## config.mk

```make
export PLATFORM = sky130hd
export DESIGN_NAME = textured_wall_column_stepper
export DESIGN_NICKNAME = d
export VERILOG_FILES = /design/src/rtl/twcs_pkg.sv /design/src/rtl/twcs_ctrl.sv /design/src/rtl/twcs_datapath.sv /design/src/rtl/textured_wall_column_stepper.sv
export SDC_FILE = /design/constraint.sdc
export NUM_CORES = 2
export LEC_CHECK = 0
export CORE_UTILIZATION = 55
export CTS_CLUSTER_SIZE = 8
export DETAILED_ROUTE_END_ITERATION = 12
export DONT_BUFFER_PORTS = 1
export PLACE_DENSITY = 0.7
export RECOVER_POWER = 100
export SYNTH_ARGS = -nofsm -noshare
export SYNTH_HDL_FRONTEND = slang
export SYNTH_HIERARCHICAL = 1
export SYNTH_SLANG_ARGS = --single-unit
```

## constraint.sdc

```tcl
create_clock -name clk -period 10.9 [get_ports clk]
set_input_delay 0.545 -clock clk [delete_from_list [all_inputs] [get_ports clk]]
set_output_delay 0.545 -clock clk [all_outputs]
set_load 0.02 [all_outputs]
```

## src/rtl/twcs_pkg.sv

```systemverilog
// Package: shared types and constants of the textured wall column stepper.
`default_nettype none

package twcs_pkg;

    // Command codes of the input transaction
    localparam logic CMD_SETUP = 1'b0;
    localparam logic CMD_ROW   = 1'b1;

    // Wall faces
    localparam logic [1:0] FACE_NORTH = 2'd0;
    localparam logic [1:0] FACE_SOUTH = 2'd1;
    localparam logic [1:0] FACE_EAST  = 2'd2;
    localparam logic [1:0] FACE_WEST  = 2'd3;

    // Configuration port
    localparam int CFG_IDX_W  = 2;
    localparam int CFG_DATA_W = 13;
    localparam logic [CFG_IDX_W-1:0] CFG_SCREEN_HEIGHT   = 2'd0;
    localparam logic [CFG_IDX_W-1:0] CFG_TEX_WIDTH       = 2'd1;
    localparam logic [CFG_IDX_W-1:0] CFG_TEX_HEIGHT_LOG2 = 2'd2;

    localparam logic [12:0] SCREEN_HEIGHT_RST   = 13'd480;
    localparam logic [10:0] TEX_WIDTH_RST       = 11'd64;
    localparam logic [3:0]  TEX_HEIGHT_LOG2_RST = 4'd6;

    // Largest usable texture height exponent
    localparam int TEX_LOG2_MAX = 10;

    typedef struct packed {
        logic        cmd;
        logic [11:0] column;
        logic [15:0] slice_height;
        logic [15:0] wall_x;
        logic        side;
        logic        step_positive;
        logic        ray_dir_x_positive;
        logic        ray_dir_y_negative;
    } item_t;

    typedef struct packed {
        logic [11:0] out_column;
        logic [11:0] out_row;
        logic [1:0]  face;
        logic [9:0]  texel_x;
        logic [9:0]  texel_y;
        logic        last_row;
    } pixel_t;

    typedef enum logic [1:0] {
        S_IDLE,
        S_SPAN,
        S_DIV,
        S_MUL
    } state_t;

    // Controller to datapath
    typedef struct packed {
        logic load;      // latch a setup transaction
        logic row;       // accepted row transaction
        logic calc;      // span bounds, texel column product, divider init
        logic div_step;  // one quotient bit
        logic finish;    // start position, mirror, span goes active
    } ctrl_cmd_t;

    // Datapath to controller
    typedef struct packed {
        logic out_blocked;  // pixel register full and stalled
        logic empty;        // span has no rows
        logic div_done;     // last quotient bit this cycle
    } ctrl_status_t;

endpackage

`default_nettype wire

```

## src/rtl/twcs_ctrl.sv

```systemverilog
// Controller: setup sequencing and input handshake.
`default_nettype none

module twcs_ctrl
(
    input  wire logic                  clk,
    input  wire logic                  rst_n,
    input  wire logic                  item_valid,
    input  wire logic                  item_cmd,
    output logic                       item_stall,
    output twcs_pkg::ctrl_cmd_t        cmd,
    input  wire twcs_pkg::ctrl_status_t status
);

    twcs_pkg::state_t state_reg;
    twcs_pkg::state_t state_next;
    logic             accept;

    assign accept = item_valid && !item_stall;

    always_comb
    begin
        state_next = state_reg;
        unique case (state_reg)
            twcs_pkg::S_IDLE:
            begin
                if (accept && item_cmd == twcs_pkg::CMD_SETUP)
                begin
                    state_next = twcs_pkg::S_SPAN;
                end
            end
            twcs_pkg::S_SPAN:
            begin
                state_next = status.empty ? twcs_pkg::S_IDLE : twcs_pkg::S_DIV;
            end
            twcs_pkg::S_DIV:
            begin
                if (status.div_done)
                begin
                    state_next = twcs_pkg::S_MUL;
                end
            end
            twcs_pkg::S_MUL:
            begin
                state_next = twcs_pkg::S_IDLE;
            end
            default:
            begin
                state_next = twcs_pkg::S_IDLE;
            end
        endcase
    end

    always_comb
    begin
        item_stall   = (state_reg != twcs_pkg::S_IDLE) ||
                       (item_cmd == twcs_pkg::CMD_ROW && status.out_blocked);
        cmd.load     = accept && item_cmd == twcs_pkg::CMD_SETUP;
        cmd.row      = accept && item_cmd == twcs_pkg::CMD_ROW;
        cmd.calc     = state_reg == twcs_pkg::S_SPAN;
        cmd.div_step = state_reg == twcs_pkg::S_DIV;
        cmd.finish   = state_reg == twcs_pkg::S_MUL;
    end

    always_ff @(posedge clk or negedge rst_n)
    begin
        if (!rst_n)
        begin
            state_reg <= twcs_pkg::S_IDLE;
        end
        else
        begin
            state_reg <= state_next;
        end
    end

    a_setup_enters_span: assert property (@(posedge clk) disable iff (!rst_n)
        cmd.load |=> state_reg == twcs_pkg::S_SPAN)
        else $error("setup transaction did not start the span calculation");

    a_empty_returns_idle: assert property (@(posedge clk) disable iff (!rst_n)
        (state_reg == twcs_pkg::S_SPAN && status.empty) |=> state_reg == twcs_pkg::S_IDLE)
        else $error("empty span did not return to idle");

    a_div_then_mul: assert property (@(posedge clk) disable iff (!rst_n)
        (state_reg == twcs_pkg::S_DIV && status.div_done) |=> state_reg == twcs_pkg::S_MUL)
        else $error("divider finished without start position step");

endmodule

`default_nettype wire

```

## src/rtl/twcs_datapath.sv

```systemverilog
// Datapath: config registers, span math, serial divider, row stepper, pixel register.
`default_nettype none

module twcs_datapath
#(
    parameter int FRAC_BITS = 16,
    parameter int ROW_BITS  = 12
)
(
    input  wire logic                              clk,
    input  wire logic                              rst_n,
    input  wire logic                              cfg_we,
    input  wire logic [twcs_pkg::CFG_IDX_W-1:0]    cfg_index,
    input  wire logic [twcs_pkg::CFG_DATA_W-1:0]   cfg_data,
    input  wire twcs_pkg::item_t                   item,
    input  wire twcs_pkg::ctrl_cmd_t               cmd,
    output twcs_pkg::ctrl_status_t                 status,
    output twcs_pkg::pixel_t                       pixel,
    output logic                                   pixel_valid,
    input  wire logic                              pixel_stall
);

    // Signed width for span arithmetic: holds hs + lh with a sign bit
    localparam int HS_W   = ROW_BITS + 1;
    localparam int SPAN_W = ((HS_W > 16) ? HS_W : 16) + 2;
    // Quotient bits of 2^(L+FRAC_BITS) / h
    localparam int NUM_W  = FRAC_BITS + twcs_pkg::TEX_LOG2_MAX + 1;
    localparam int CNT_W  = $clog2(NUM_W);

    // Configuration
    logic [12:0] screen_height_reg, screen_height_next;
    logic [10:0] tex_width_reg, tex_width_next;
    logic [3:0]  tex_h_log2_reg, tex_h_log2_next;

    // Setup capture
    logic [SPAN_W-1:0] hs_reg, hs_next;
    logic [15:0]       lh_reg, lh_next;
    logic [15:0]       wx_reg, wx_next;
    logic [10:0]       tw_reg, tw_next;
    logic [3:0]        le_reg, le_next;
    logic              mirror_reg, mirror_next;
    logic [11:0]       column_reg, column_next;
    logic [1:0]        face_reg, face_next;

    // Span and texture state
    logic [ROW_BITS-1:0]      current_row_reg, current_row_next;
    logic [ROW_BITS-1:0]      span_end_reg, span_end_next;
    logic signed [SPAN_W-1:0] offset_reg, offset_next;
    logic [10:0]              tx_reg, tx_next;
    logic [9:0]               texel_x_reg, texel_x_next;
    logic [31:0]              tex_step_reg, tex_step_next;
    logic [31:0]              tex_position_reg, tex_position_next;
    logic                     span_active_reg, span_active_next;

    // Divider
    logic [15:0]      rem_reg, rem_next;
    logic [NUM_W-1:0] quot_reg, quot_next;
    logic [CNT_W-1:0] bit_cnt_reg, bit_cnt_next;

    // Output register
    twcs_pkg::pixel_t pixel_reg, pixel_next;
    logic             pixel_valid_reg, pixel_valid_next;

    // Combinational helpers
    logic [SPAN_W-1:0]        hs_cap;
    logic [3:0]               l_live;
    logic signed [SPAN_W-1:0] hs_s, lh_s, d_s, start_s, end_raw_s, end_s;
    logic                     empty;
    logic [26:0]              tx_prod;
    logic [CNT_W-1:0]         exp_pos;
    logic [16:0]              trial;
    logic                     q_bit;
    logic [63:0]              q_ext;
    logic [31:0]              step_sat;
    logic [31:0]              offset_ext;
    logic [31:0]              pos_prod;
    logic [ROW_BITS-1:0]      row_inc;
    logic                     last;
    logic [31:0]              mag, ip;
    logic [10:0]              y_mask;
    logic [31:0]              row_ext;

    assign hs_cap = (SPAN_W'(screen_height_reg) > (SPAN_W'(1) << ROW_BITS)) ?
                    (SPAN_W'(1) << ROW_BITS) : SPAN_W'(screen_height_reg);
    assign l_live = (tex_h_log2_reg > 4'(twcs_pkg::TEX_LOG2_MAX)) ?
                    4'(twcs_pkg::TEX_LOG2_MAX) : tex_h_log2_reg;

    // Span bounds
    assign hs_s      = signed'(hs_reg);
    assign lh_s      = signed'(SPAN_W'(lh_reg));
    assign d_s       = hs_s - lh_s;
    assign start_s   = (d_s > 0) ? (d_s >>> 1) : '0;
    assign end_raw_s = (hs_s + lh_s) >>> 1;
    assign end_s     = (end_raw_s >= hs_s) ? (hs_s - SPAN_W'(1)) : end_raw_s;
    assign empty     = (lh_reg == 16'd0) || (hs_reg == '0) || (start_s >= end_s);
    assign tx_prod   = 27'(wx_reg) * 27'(tw_reg);

    // Restoring division of a power of two by h, MSB first
    assign exp_pos  = CNT_W'(le_reg) + CNT_W'(FRAC_BITS);
    assign trial    = {rem_reg, (bit_cnt_reg == exp_pos)};
    assign q_bit    = trial >= {1'b0, lh_reg};
    assign q_ext    = 64'(quot_reg);
    assign step_sat = (q_ext[63:32] != 32'd0) ? 32'hFFFF_FFFF : q_ext[31:0];

    assign offset_ext = 32'(offset_reg);
    assign pos_prod   = offset_ext * step_sat;

    // Row stepping
    assign row_inc = current_row_reg + ROW_BITS'(1);
    assign last    = row_inc == span_end_reg;
    assign mag     = (~tex_position_reg + 32'd1) >> FRAC_BITS;
    assign ip      = tex_position_reg[31] ? (32'd0 - mag) : (tex_position_reg >> FRAC_BITS);
    assign y_mask  = (11'd1 << l_live) - 11'd1;
    assign row_ext = 32'(current_row_reg);

    always_comb
    begin
        screen_height_next = screen_height_reg;
        tex_width_next     = tex_width_reg;
        tex_h_log2_next    = tex_h_log2_reg;
        hs_next            = hs_reg;
        lh_next            = lh_reg;
        wx_next            = wx_reg;
        tw_next            = tw_reg;
        le_next            = le_reg;
        mirror_next        = mirror_reg;
        column_next        = column_reg;
        face_next          = face_reg;
        current_row_next   = current_row_reg;
        span_end_next      = span_end_reg;
        offset_next        = offset_reg;
        tx_next            = tx_reg;
        texel_x_next       = texel_x_reg;
        tex_step_next      = tex_step_reg;
        tex_position_next  = tex_position_reg;
        span_active_next   = span_active_reg;
        rem_next           = rem_reg;
        quot_next          = quot_reg;
        bit_cnt_next       = bit_cnt_reg;
        pixel_next         = pixel_reg;
        pixel_valid_next   = pixel_valid_reg;

        if (cfg_we)
        begin
            unique case (cfg_index)
                twcs_pkg::CFG_SCREEN_HEIGHT:   screen_height_next = cfg_data;
                twcs_pkg::CFG_TEX_WIDTH:       tex_width_next     = cfg_data[10:0];
                twcs_pkg::CFG_TEX_HEIGHT_LOG2: tex_h_log2_next    = cfg_data[3:0];
                default:                       ;
            endcase
        end

        if (pixel_valid_reg && !pixel_stall)
        begin
            pixel_valid_next = 1'b0;
        end

        if (cmd.load)
        begin
            hs_next          = hs_cap;
            lh_next          = item.slice_height;
            wx_next          = item.wall_x;
            tw_next          = tex_width_reg;
            le_next          = l_live;
            column_next      = item.column;
            mirror_next      = item.side ? item.ray_dir_y_negative : item.ray_dir_x_positive;
            if (item.side)
            begin
                face_next = item.step_positive ? twcs_pkg::FACE_SOUTH : twcs_pkg::FACE_NORTH;
            end
            else
            begin
                face_next = item.step_positive ? twcs_pkg::FACE_WEST : twcs_pkg::FACE_EAST;
            end
            span_active_next = 1'b0;
        end

        if (cmd.row && span_active_reg)
        begin
            pixel_next.out_column = column_reg;
            pixel_next.out_row    = row_ext[11:0];
            pixel_next.face       = face_reg;
            pixel_next.texel_x    = texel_x_reg;
            pixel_next.texel_y    = ip[9:0] & y_mask[9:0];
            pixel_next.last_row   = last;
            pixel_valid_next      = 1'b1;
            tex_position_next     = tex_position_reg + tex_step_reg;
            current_row_next      = row_inc;
            if (last)
            begin
                span_active_next = 1'b0;
            end
        end

        if (cmd.calc)
        begin
            current_row_next = start_s[ROW_BITS-1:0];
            span_end_next    = end_s[ROW_BITS-1:0];
            offset_next      = start_s - (hs_s >>> 1) + (lh_s >>> 1);
            tx_next          = tx_prod[26:16];
            rem_next         = 16'd0;
            quot_next        = '0;
            bit_cnt_next     = CNT_W'(NUM_W - 1);
        end

        if (cmd.div_step)
        begin
            rem_next     = q_bit ? 16'(trial - {1'b0, lh_reg}) : trial[15:0];
            quot_next    = {quot_reg[NUM_W-2:0], q_bit};
            bit_cnt_next = bit_cnt_reg - CNT_W'(1);
        end

        if (cmd.finish)
        begin
            tex_step_next     = step_sat;
            tex_position_next = pos_prod;
            texel_x_next      = mirror_reg ? 10'(tw_reg - tx_reg - 11'd1) : tx_reg[9:0];
            span_active_next  = 1'b1;
        end
    end

    always_ff @(posedge clk or negedge rst_n)
    begin
        if (!rst_n)
        begin
            screen_height_reg <= twcs_pkg::SCREEN_HEIGHT_RST;
            tex_width_reg     <= twcs_pkg::TEX_WIDTH_RST;
            tex_h_log2_reg    <= twcs_pkg::TEX_HEIGHT_LOG2_RST;
            span_active_reg   <= 1'b0;
            pixel_valid_reg   <= 1'b0;
            current_row_reg   <= '0;
            span_end_reg      <= '0;
            tex_position_reg  <= 32'd0;
            tex_step_reg      <= 32'd0;
            texel_x_reg       <= 10'd0;
            face_reg          <= twcs_pkg::FACE_NORTH;
            column_reg        <= 12'd0;
            bit_cnt_reg       <= '0;
        end
        else
        begin
            screen_height_reg <= screen_height_next;
            tex_width_reg     <= tex_width_next;
            tex_h_log2_reg    <= tex_h_log2_next;
            span_active_reg   <= span_active_next;
            pixel_valid_reg   <= pixel_valid_next;
            current_row_reg   <= current_row_next;
            span_end_reg      <= span_end_next;
            tex_position_reg  <= tex_position_next;
            tex_step_reg      <= tex_step_next;
            texel_x_reg       <= texel_x_next;
            face_reg          <= face_next;
            column_reg        <= column_next;
            bit_cnt_reg       <= bit_cnt_next;
        end
    end

    // Payload registers, no reset
    always_ff @(posedge clk)
    begin
        hs_reg     <= hs_next;
        lh_reg     <= lh_next;
        wx_reg     <= wx_next;
        tw_reg     <= tw_next;
        le_reg     <= le_next;
        mirror_reg <= mirror_next;
        offset_reg <= offset_next;
        tx_reg     <= tx_next;
        rem_reg    <= rem_next;
        quot_reg   <= quot_next;
        pixel_reg  <= pixel_next;
    end

    assign status.out_blocked = pixel_valid_reg && pixel_stall;
    assign status.empty       = empty;
    assign status.div_done    = bit_cnt_reg == '0;
    assign pixel              = pixel_reg;
    assign pixel_valid        = pixel_valid_reg;

    a_finish_activates: assert property (@(posedge clk) disable iff (!rst_n)
        cmd.finish |=> span_active_reg)
        else $error("span not active after setup finished");

    a_last_row_ends_span: assert property (@(posedge clk) disable iff (!rst_n)
        (cmd.row && span_active_reg && last) |=> (!span_active_reg && pixel_valid_reg))
        else $error("final row did not close the span");

    a_idle_row_no_pixel: assert property (@(posedge clk) disable iff (!rst_n)
        (cmd.row && !span_active_reg && !pixel_valid_reg) |=> !pixel_valid_reg)
        else $error("pixel produced with no active span");

endmodule

`default_nettype wire

```

## src/rtl/textured_wall_column_stepper.sv

```systemverilog
// Top level: textured wall column stepper, controller plus datapath.
//
//  channel  direction  handshake                 payload
//  item     in         item_valid / item_stall   twcs_pkg::item_t (setup or row command)
//  pixel    out        pixel_valid / pixel_stall twcs_pkg::pixel_t (one per drawn row)
//  config   in         cfg_we                    cfg_index, cfg_data (13 bits)
//
// Rows stream at one per cycle while the pixel register drains; a row with no
// active span is taken and yields no pixel. A setup runs capture, span bounds,
// the divider steps and the start position multiply; the input stalls for all
// but the capture. An empty span stops after the span bounds, skipping the
// divider and the multiply. Reset is asynchronous, active low, loads the
// config defaults and clears the span; rows wait on pixel_stall.
`default_nettype none

module textured_wall_column_stepper
#(
    parameter int FRAC_BITS = 16,
    parameter int ROW_BITS  = 12
)
(
    input  wire logic                            clk,
    input  wire logic                            rst_n,
    input  wire logic                            cfg_we,
    input  wire logic [twcs_pkg::CFG_IDX_W-1:0]  cfg_index,
    input  wire logic [twcs_pkg::CFG_DATA_W-1:0] cfg_data,
    input  wire logic                            item_valid,
    output logic                                 item_stall,
    input  wire twcs_pkg::item_t                 item,
    output logic                                 pixel_valid,
    input  wire logic                            pixel_stall,
    output twcs_pkg::pixel_t                     pixel
);

    // Command and status between the two halves
    twcs_pkg::ctrl_cmd_t    cmd;
    twcs_pkg::ctrl_status_t status;

    // Sequencer: idle/row handling, span, divide, multiply
    twcs_ctrl u_ctrl
    (
        .clk        (clk),
        .rst_n      (rst_n),
        .item_valid (item_valid),
        .item_cmd   (item.cmd),
        .item_stall (item_stall),
        .cmd        (cmd),
        .status     (status)
    );

    // Registers, arithmetic and the pixel output register
    twcs_datapath
    #(
        .FRAC_BITS (FRAC_BITS),
        .ROW_BITS  (ROW_BITS)
    )
    u_datapath
    (
        .clk         (clk),
        .rst_n       (rst_n),
        .cfg_we      (cfg_we),
        .cfg_index   (cfg_index),
        .cfg_data    (cfg_data),
        .item        (item),
        .cmd         (cmd),
        .status      (status),
        .pixel       (pixel),
        .pixel_valid (pixel_valid),
        .pixel_stall (pixel_stall)
    );

endmodule

`default_nettype wire

```

==> impl_metrics.ini <==
[layout]
largest_reg_flops = 47
fin_area_sq_um = 37600
nets = 4373
drive_above_1_share_pct = 5.26
area_growth_syn_to_layout_pct = 5.52
fill_cells = 5435

[run]
drv_cap = 10

[synth]
synth_adder_area_share_pct = 36.0
synthCells = 3643
avgSynthCellArea_sq_um = 9.78
yosys-top-cells-area = fa_1 (26%), edfxtp_1 (15%), ha_1 (10%), dfrtp_1 (9.6%), inv_1 (6.1%)
synth_top_family_by_area = adder cells
yosysMostFrequentCell = inv_1
ys_top_cells_by_count = inv_1 (579), nand2_1 (500), fa_1 (456)
synth.distinct_cells = 90
seq_area_frac_synth_pct = 25.2
syn_area_sq_um = 35600
synth_top_area_cell = fa_1
async_flop_share_pct = 44.6
synth_ff_type = edfxtp_1
synth-seq-cells = 323
synth-simple-area-share_pct = 14.5
synth_xor_area_share_pct = 4.70
synth_edf_count = 179
synth_top_area_share_pct = 25.6
synthMuxAreaShare_pct = 3.57
synth_compound_area_share_pct = 8.00
yosysWarnings = 6

[clock_network]
clk_path_buf_depth = 3
root_buffer = clkbuf_16
clock-sinks = 323
cts_repair_resize_count = 0
cts_max_level = 2
worstSkewPairLatency_ns = 0.62
cts_made_buffers = 47
cts_tree = yes
path_clk_slew_ns = 0.05
post-cts-setup-buffers = 0

[sta]
rsz0062_at_grt = false
finalCritPeriodShare_pct = 67.7
hold_viol_final = 0
post-route-min-period_ns = 7.38
clock.fmax_mhz = 136
setup_viol = 0
relSlewSlack_pct = -175
whs_ns = 0.0413
tns_ns = 0
finalMaxSlewViolations = 454
worst_slew_pin_slew_ns = 4.13
finalClockSkew_ns = 0.0518

[routing]
wl_per_cell_um = 18.6
wl_um = 82400
drcViolationCount = 0
vias = 24671
ant_nets = 0
vias_per_cell = 5.56
dr.pass1.iters = 5
drt_iter0_drc = 1686

[floorplan]
dieArea_sq_um = 65800
coreArea_sq_um = 63500
start_util_pct = 56.1
pin_count = 118
chipWidth_um = 257
dieHeight_um = 257
num_rows = 92

[critical_path]
critPathLaunchType = flip-flop
cp_data_required_time_ns = 11.18
crit_type = reg2reg
crit_arrival_ns = 7.66
cp-end-kind = flip-flop
crit_fanout = 27

[place]
place_congestion = 0.876
hpwl_um = 63100
io_buffers = 0
dpl-instance-area_sq_um = 36100

[grt]
track_usage_pct = 25.8
antenna_found_initial = 0
grt_max_degree = 145
grt_pass1_vias = 25649
grt_overflow = 0
grt_pass1_wl_um = 135000

[run_status]
status = complete, but fails checks
violations = max-capacitance violations, max-slew violations

[min_path]
hp-class = in2reg
cells in the final DEF, fill, tap and decap left out, types with 7 or more instances in the layout:
cell type,Yosys,routed
a211oi_1,21,22
a21o_1,49,49
a21oi_1,131,131
a31o_2,13,13
a31oi_1,10,10
and2_0,0,17
and2_1,207,191
and3_1,17,17
clkbuf_1,148,42
clkbuf_16,0,47
dfrtp_1,137,137
dlygate4sd3_1,0,11
edfxtp_1,179,179
fa_1,456,456
ha_1,295,295
inv_1,579,579
mux2_2,79,75
mux2i_1,37,37
nand2_1,500,500
nand2b_1,35,35
nand3_1,38,38
nand3b_1,7,7
nand4_1,10,10
nor2_1,137,137
nor2b_1,31,30
nor3_1,44,45
nor4_1,13,13
o21a_1,19,19
o21ai_0,76,82
o21bai_1,18,18
or2_2,12,12
or3_1,11,11
xnor2_1,140,140
xor2_1,51,51
worst max-delay path: stages (launching register included):
cell and delay, ns:
edfxtp_1 1.02, nand2_1 0.18, fa_1 0.58, inv_1 0.05, fa_1 0.47, inv_1 0.05, fa_1 0.46, fa_1 0.48
inv_1 0.06, fa_1 0.50, fa_1 0.51, ha_1 0.35, a21oi_1 0.24, nand2_1 0.09, a211oi_1 0.44, o21ai_0 0.28
a41o_1 0.31, o41ai_1 0.44, o21ai_0 0.21, nor2_1 0.10, nand3b_1 0.10, o21ai_0 0.14
routing by layer:
metal | vias to the layer above | wire length [um] | track usage (%)
met5 | - | 0 | 0
met1 | 12449 | 34900 | 33.7
met4 | 0 | 3350 | 9.69
met2 | 608 | 40200 | 43.8
li1 | 11452 | - | -
met3 | 162 | 3940 | 3.63
through the flow:
step	setup WS (ns)	util (%)	std cells
detailed placement	3.97	56.9	4338
global route	2.80	59.2	4436
global placement	4.14	56.9	4338
floorplan	4.70	-	3644
CTS	3.93	59.3	4436
finish	3.52	59.2	4437
layout make-up:
class | count | area, sq um | area share [%]
Clock inverter | 4 | 95.1 | 0.253
Clock buffer | 82 | 1330 | 3.53
Antenna cell | 1 | 2.50 | 0.00666
Sequential cell | 323 | 8990 | 23.9
Tap cell | 846 | 1060 | 2.82
Multi-Input combinational cell | 2575 | 23700 | 63.2
Timing Repair Buffer | 25 | 201 | 0.536
Inverter | 581 | 2180 | 5.80
path summary, 6_finish.rpt:
check | slack, ns | startpoint | endpoint | depth (start not counted)
max | 3.52 | u_datapath/offset_reg[5]$_DFFE_PP_ | u_datapath/tex_position_reg[28]$_DFFE_PN0P_ | 21
min | 0.04 | item[35] | u_datapath/lh_reg[15]$_DFFE_PP_ | 0
max reg2reg | 3.52 | u_datapath/offset_reg[5]$_DFFE_PP_ | u_datapath/tex_position_reg[28]$_DFFE_PN0P_ | 21
min reg2reg | 0.44 | u_datapath/column_reg[4]$_DFFE_PN0P_ | u_datapath/pixel[39]$_DFFE_PP_ | 0
max in group asynchronous | 9.56 | rst_n | u_datapath/tex_step_reg[7]$_DFFE_PN0P_ | 2
min in group asynchronous | 0.56 | rst_n | u_datapath/column_reg[10]$_DFFE_PN0P_ | 2
kinds of logic (layout without fill, tap and decap cells):
kind of cell	Yosys count	count (layout)
fa+ha+maj	751	751
simple gates	1083	1083
flops	323	323
mux	117	117
buf+inv	746	692
other cells	2	4
compound gates	430	430
xor+xnor	191	191
timing repair:
| action | CTS | global route |
|---|---|---|
| endpoints found under the setup margin | 0 | 0 |
| hold buffers | 12 | 0 |
| hold endpoints to repair | 154 | 0 |
Power is not shown: default switching activity piles up to over one toggle a cycle in this logic, so the estimate is an artifact.
